<file path="src/design/mecanum_wheel_mixer_limit_assert.svh">
// Assertion helpers for the wheel mixer.
`ifndef MECANUM_WHEEL_MIXER_LIMIT_ASSERT_SVH
`define MECANUM_WHEEL_MIXER_LIMIT_ASSERT_SVH

// Checks that the consequent holds in the same cycle as the antecedent.
`define MWML_ASSERT_IMPLY(label, clk, rst, ante, cons, msg) \
   label: assert property (@(posedge clk) disable iff (rst) (ante) |-> (cons)) \
      else $error(msg);

// Checks a condition in the cycle after the trigger, with no reset masking.
`define MWML_ASSERT_NEXT(label, clk, ante, cons, msg) \
   label: assert property (@(posedge clk) (ante) |=> (cons)) else $error(msg);

`endif

</file>
<file path="src/design/mwml_pkg.sv">
`timescale 1ns / 1ps

package mwml_pkg;

   localparam int SPEED_W    = 32;
   localparam int SCALE_W    = 16;
   localparam int ARM_W      = 16;
   localparam int LIMIT_W    = 31;
   localparam int NUM_WHEELS = 4;

   localparam int REQ_DATA_W = 3 * SPEED_W;
   localparam int RSP_DATA_W = NUM_WHEELS * SPEED_W;
   localparam int RSP_USER_W = 2;

   // Rotation path: Q2.14 factor times Q0.16 arm times Q16.16 yaw is Q.46.
   localparam int FACTOR_W   = SCALE_W + 1;
   localparam int COEF_W     = FACTOR_W + ARM_W;
   localparam int PROD_W     = COEF_W + SPEED_W;
   localparam int FRAC_SHIFT = 30;
   localparam int WHEEL_W    = 36;
   localparam int MAG_W      = WHEEL_W - 1;
   localparam int RAW_SHIFT  = 16;

   // Limiter ratio is Q0.30 and always below one when it is used.
   localparam int RATE_W          = 30;
   localparam int RATE_SHIFT      = 30;
   localparam int STEPS_PER_STAGE = 2;
   localparam int DIV_STAGES      = RATE_W / STEPS_PER_STAGE;
   localparam int REM_W           = MAG_W + 1;

   localparam int DEFAULT_QUEUE_DEPTH = 4;

   localparam logic signed [FACTOR_W-1:0] ONE_Q14 = FACTOR_W'(16384);

   localparam int CSR_INDEX_W = 2;
   localparam int CSR_DATA_W  = LIMIT_W;
   localparam logic [CSR_INDEX_W-1:0] CSR_ROT_SCALE = 2'd0;
   localparam logic [CSR_INDEX_W-1:0] CSR_LEVER_ARM = 2'd1;
   localparam logic [CSR_INDEX_W-1:0] CSR_MAX_SPEED = 2'd2;

   localparam logic [SCALE_W-1:0] ROT_SCALE_RESET = '0;
   localparam logic [ARM_W-1:0]   LEVER_ARM_RESET = ARM_W'(13107);
   localparam logic [LIMIT_W-1:0] MAX_SPEED_RESET = LIMIT_W'(262144);

   typedef struct packed {
      logic [SCALE_W-1:0] rot_scale;
      logic [ARM_W-1:0]   lever_arm;
      logic [LIMIT_W-1:0] max_speed;
   } mwml_cfg_type;

   // One mixed command waiting for the limiter.
   typedef struct packed {
      logic [NUM_WHEELS-1:0]            neg;
      logic [NUM_WHEELS-1:0][MAG_W-1:0] mag;
      logic [MAG_W-1:0]                 peak;
      logic                             raw;
      logic                             over;
   } mwml_item_type;

   typedef struct packed {
      logic full;
      logic nonempty;
   } mwml_queue_stat_type;

endpackage

</file>
<file path="src/design/mwml_queue.sv">
`timescale 1ns / 1ps

module mwml_queue #(
   parameter int DEPTH = mwml_pkg::DEFAULT_QUEUE_DEPTH
) (
   input  logic                          clock,
   input  logic                          reset,
   input  logic                          push,
   input  mwml_pkg::mwml_item_type       push_item,
   input  logic                          pop,
   output mwml_pkg::mwml_item_type       head_item,
   output mwml_pkg::mwml_queue_stat_type stat
);
   import mwml_pkg::*;

   localparam int PTR_W = (DEPTH > 1) ? $clog2(DEPTH) : 1;
   localparam int CNT_W = $clog2(DEPTH + 1);

   mwml_item_type    entry_ff [DEPTH];
   logic [PTR_W-1:0] wr_ptr_ff, wr_ptr_in, rd_ptr_ff, rd_ptr_in;
   logic [CNT_W-1:0] count_ff, count_in;

   assign wr_ptr_in = (wr_ptr_ff == PTR_W'(DEPTH - 1)) ? '0 : wr_ptr_ff + 1'b1;
   assign rd_ptr_in = (rd_ptr_ff == PTR_W'(DEPTH - 1)) ? '0 : rd_ptr_ff + 1'b1;

   always_comb begin
      count_in = count_ff;
      if (push && !pop) begin
         count_in = count_ff + 1'b1;
      end else if (pop && !push) begin
         count_in = count_ff - 1'b1;
      end
   end

   always_ff @(posedge clock) begin
      if (reset) begin
         wr_ptr_ff <= '0;
         rd_ptr_ff <= '0;
         count_ff  <= '0;
      end else begin
         if (push) begin
            wr_ptr_ff <= wr_ptr_in;
         end
         if (pop) begin
            rd_ptr_ff <= rd_ptr_in;
         end
         count_ff <= count_in;
      end
   end

   always_ff @(posedge clock) begin
      if (push) begin
         entry_ff[wr_ptr_ff] <= push_item;
      end
   end

   assign head_item     = entry_ff[rd_ptr_ff];
   assign stat.full     = (count_ff == CNT_W'(DEPTH));
   assign stat.nonempty = (count_ff != '0);

endmodule

</file>
<file path="config.mk">
export PLATFORM = sky130hd
export DESIGN_NAME = mwml_queue
export DESIGN_NICKNAME = d
export VERILOG_FILES = /design/src/design/mecanum_wheel_mixer_limit_assert.svh /design/src/design/mwml_pkg.sv /design/src/design/mwml_queue.sv
export SDC_FILE = /design/constraint.sdc
export NUM_CORES = 1
export LEC_CHECK = 0
export BUFFER_PORTS_ARGS = -buffer_cell sky130_fd_sc_hd__clkbuf_2
export CAP_MARGIN = 10
export CORE_UTILIZATION = 45
export CTS_BUF_LIST = sky130_fd_sc_hd__clkbuf_2
export CTS_CLUSTER_DIAMETER = 200
export CTS_CLUSTER_SIZE = 24
export DETAILED_ROUTE_END_ITERATION = 6
export GPL_TIMING_DRIVEN = 0
export PLACE_DENSITY_LB_ADDON = 0.2
export SETUP_SLACK_MARGIN = 0.02
export SYNTH_ARGS = -nofsm -noshare
export SYNTH_HDL_FRONTEND = slang
export SYNTH_SLANG_ARGS = --single-unit
export TNS_END_PERCENT = 50
</file>
<file path="constraint.sdc">
create_clock -name clock -period 6.9 [get_ports clock]
set_clock_uncertainty 0.1 [all_clocks]
set_input_delay 0.69 -clock clock [delete_from_list [all_inputs] [get_ports clock]]
set_output_delay 0.69 -clock clock [all_outputs]
set_load 0.01 [all_outputs]
</file>
==> flow_summary_export.csv <==
group,metric,value,unit
place,dp_hpwl,32.8,mm
worst_setup_path,slowest_delay,0.42,ns
cts,htreeDepth,2,
cts,cts-root-buf,"clkbuf_2",
grt,grt-ovfl-total,0,
worst_setup_path,cp_cell_sequence,"buf_2 > buf_2 > buf_2 > mux4_2 > clkbuf_2",
worst_setup_path,worst_r2r_startpoint,"wr_ptr_ff[1]",
layout,fillers,4492,
worst_setup_path,worst-path-stages,5,
cts,hold_buffers,187,
routing,viasPerCell,5.20,
timing,timing.final.ws_setup,2.99,ns
worst_setup_path,critPathRequiredTime,6.11,ns
worst_setup_path,reg2reg_depth,5,
place,dp_slack,4.08,ns
synthesis,yosys.cell_types.count,19,
routing,postRouteAntennaNets,0,
min_path,min_from,"push_item[47]",
cts,cts_buffers,36,
synthesis,synth_top_area_share,82.0,%
worst_setup_path,r2r_setup_slack,4.40,ns
synthesis,ys_ff_latch,733,
cts,clock_path_buffers,3,
pwr,power.leakage,10.7,nW
floorplanning,core.rowCount,88,
synthesis,syn_nets,1181,
timing,slew_viol_final,0,
place,place.gp.congestion,0.696,
worst_setup_path,worst-setup-path-type,"reg -> out",
layout,seqCellArea,0.0219,mm^2
layout,final_cell_mix,"edfxtp_1 (724), clkbuf_2 (410), dlygate4sd3_1 (187), mux4_2 (181), buf_2 (20)",
timing,min_period_over_period,56.7,%
routing,vias,12300,
timing,max_slew_margin,46.8,%
worst_setup_path,crit_path_end_kind,"output pin",
floorplanning,io-pin-count,368,
floorplanning,fp.dieW,245,um
layout,syn2layout_area_growth,19.9,%
synthesis,synth_largest_area_cell,"edfxtp_1",
layout,nets,1786,
worst_setup_path,start_kind,"register",
worst_setup_path,crit_top_cell,"buf_2",
grt,grt_max_degree,55,
timing,hold_viol,0,
floorplanning,initial_utilization,45.8,%
floorplanning,dieArea,0.0599,mm^2
min_path,hold_end,"entry_ff[2][47]",
routing,drt-initial-drc-count,586,
worst_setup_path,critPathMaxFanout,10,
worst_setup_path,crit_slowest_cell,"buf_2",
cts,postCtsSetupBuffers,0,
routing,avgRoutedWirePerCell,22.1,um
grt,first_global_vias,13600,
layout,final_common_cell,"edfxtp_1",
place,portBuffers,367,
timing,setup_violations,0,
timing,worst_pin_slew,0.798,ns
synthesis,synth-seq-area-share,82.6,%
cts,cts.sinks,733,
routing,drt-total-wl,52.2,mm
layout,drive_gt1_share,40.1,%
min_path,worstHoldPathCells,2,
grt,antenna_found_initial,7,
timing,fmax,256,MHz
cts,clk_pin_slew_worst_paths,0.42,ns
worst_setup_path,cp_num_buf_inv,4,
timing,finalCriticalPeriod,3.91,ns
synthesis,synthCells,989,
floorplanning,core,0.0579,mm^2
grt,grt_usage,17.9,%
routing,drcViolationCount,0,
grt,grt_first_pass_wirelength,80.5,mm
cts,ctsResizeCount,0,
pwr,ir_drop,0.212,mV
synthesis,syn_area,0.0265,mm^2
worst_setup_path,cp.arrival,3.12,ns
synthesis,yosys_warnings,0,
synthesis,avgSynthCellArea,26.8,um^2
worst_setup_path,crit-reg2reg-capture,"entry_ff[0][150]",
pwr,pwr_density_cell,234,mW/mm^2
layout,multi_input_area,0.00433,mm^2
synthesis,synth.area.top_cells,"edfxtp_1 (82%), mux4_2 (15%), dfxtp_1 (0.68%)",
cts,cts_tree,"built",
job,cap_violations,0,
cts,worstSkewPairLatency,1.10,ns
timing,rsz0062_at_grt,"no",
floorplanning,die_h,245,um
layout,finalCoreUtilization,54.9,%
outcome,status,"completed",
min_path,hold_path.class,"in -> reg",
worst_setup_path,cp_top_family,"buffers and inverters",
layout,final_cells,2368,
routing,drt_first_pass_iters,4,
place,dp.cells,2134,
[worst max path at each step]
stage                       endpoint  slack, ns
CTS                   head_item[157]       2.73
global placement    entry_ff[3][150]      -2.52
detailed placement  entry_ff[0][145]       4.08
finish                head_item[157]       2.99
global route          head_item[157]       2.69
floorplan             entry_ff[0][0]       1.43
[registers in the layout, indices dropped and copies added, names as in the netlist, named ones only]
| name | cells |
|---|---|
| count_ff | 3 |
| entry_ff | 724 |
| rd_ptr_ff | 2 |
| wr_ptr_ff | 2 |
[final cells by class]
| type | instances | share of cell area [%] |
|---|---|---|
| inverter | 4 | 0.0472 |
| antenna | 3 | 0.0236 |
| multi-input combinational | 212 | 13.6 |
| buffer | 40 | 0.834 |
| sequential | 733 | 68.9 |
| tap | 765 | 3.01 |
| timing repair buffer | 567 | 12.8 |
| clock buffer | 43 | 0.677 |
| clock inverter | 1 | 0.0512 |
[where the power goes]
part | total (mW) | switching (mW) | internal (mW)
clock network | 1.35 | 1.18 | 0.163
logic | 0.943 | 0.496 | 0.447
registers | 5.14 | 0.0398 | 5.10
[worst reg2reg max path, cell delays in order (launching register included)]
cell     delay, ns
dfxtp_1       0.43
inv_1         0.09
ha_1          0.14
and2_4        0.61
buf_16        0.35
buf_16        0.35
[synth_stat cells]
cell and count:
xor2_1 2, or3_1 2, buf_1 6, nor2_1 7, buf_2 20, inv_1 4, fa_1 1, dfxtp_1 9
mux2i_1 4, a21oi_1 2, buf_6 11, clkbuf_1 1, ha_1 6, mux4_2 181, edfxtp_1 724, nor3b_1 2
buf_4 2, o21ai_0 1, and2_1 4
[cells by family after synthesis]
logic type	after synthesis	synth area share, %
adder cells (fa/ha/maj)	7	0.359
XOR/XNOR	2	0.0661
buffers and inverters	44	1.06
AND/OR/NAND/NOR	15	0.297
flip-flops	733	82.6
AO/OA/AOI/OAI	3	0.0566
multiplexers	185	15.5
[layer usage]
| layer | vias up | GRT usage (%) | wire length [um] |
|---|---|---|---|
| met5 | - | 0 | 70 |
| met4 | 10 | 4.52 | 1050 |
| li1 | 5464 | - | - |
| met2 | 314 | 29.6 | 25900 |
| met3 | 69 | 4.94 | 3750 |
| met1 | 6461 | 23.5 | 21500 |
[stage by stage]
step           power (mW)  hold WS (ns)  setup TNS (ns)  area [um^2]
2_1_floorplan        5.73         0.355               0        26500
3_3_place_gp         6.14         0.384        -1766.76        29300
3_5_place_dp         6.12         0.411               0        29700
4_1_cts              7.54        0.0210               0        31800
5_1_grt              7.73        0.0345               0        31800
6_report             7.43         0.186               0        31800
(Power assumes the default switching activity.)
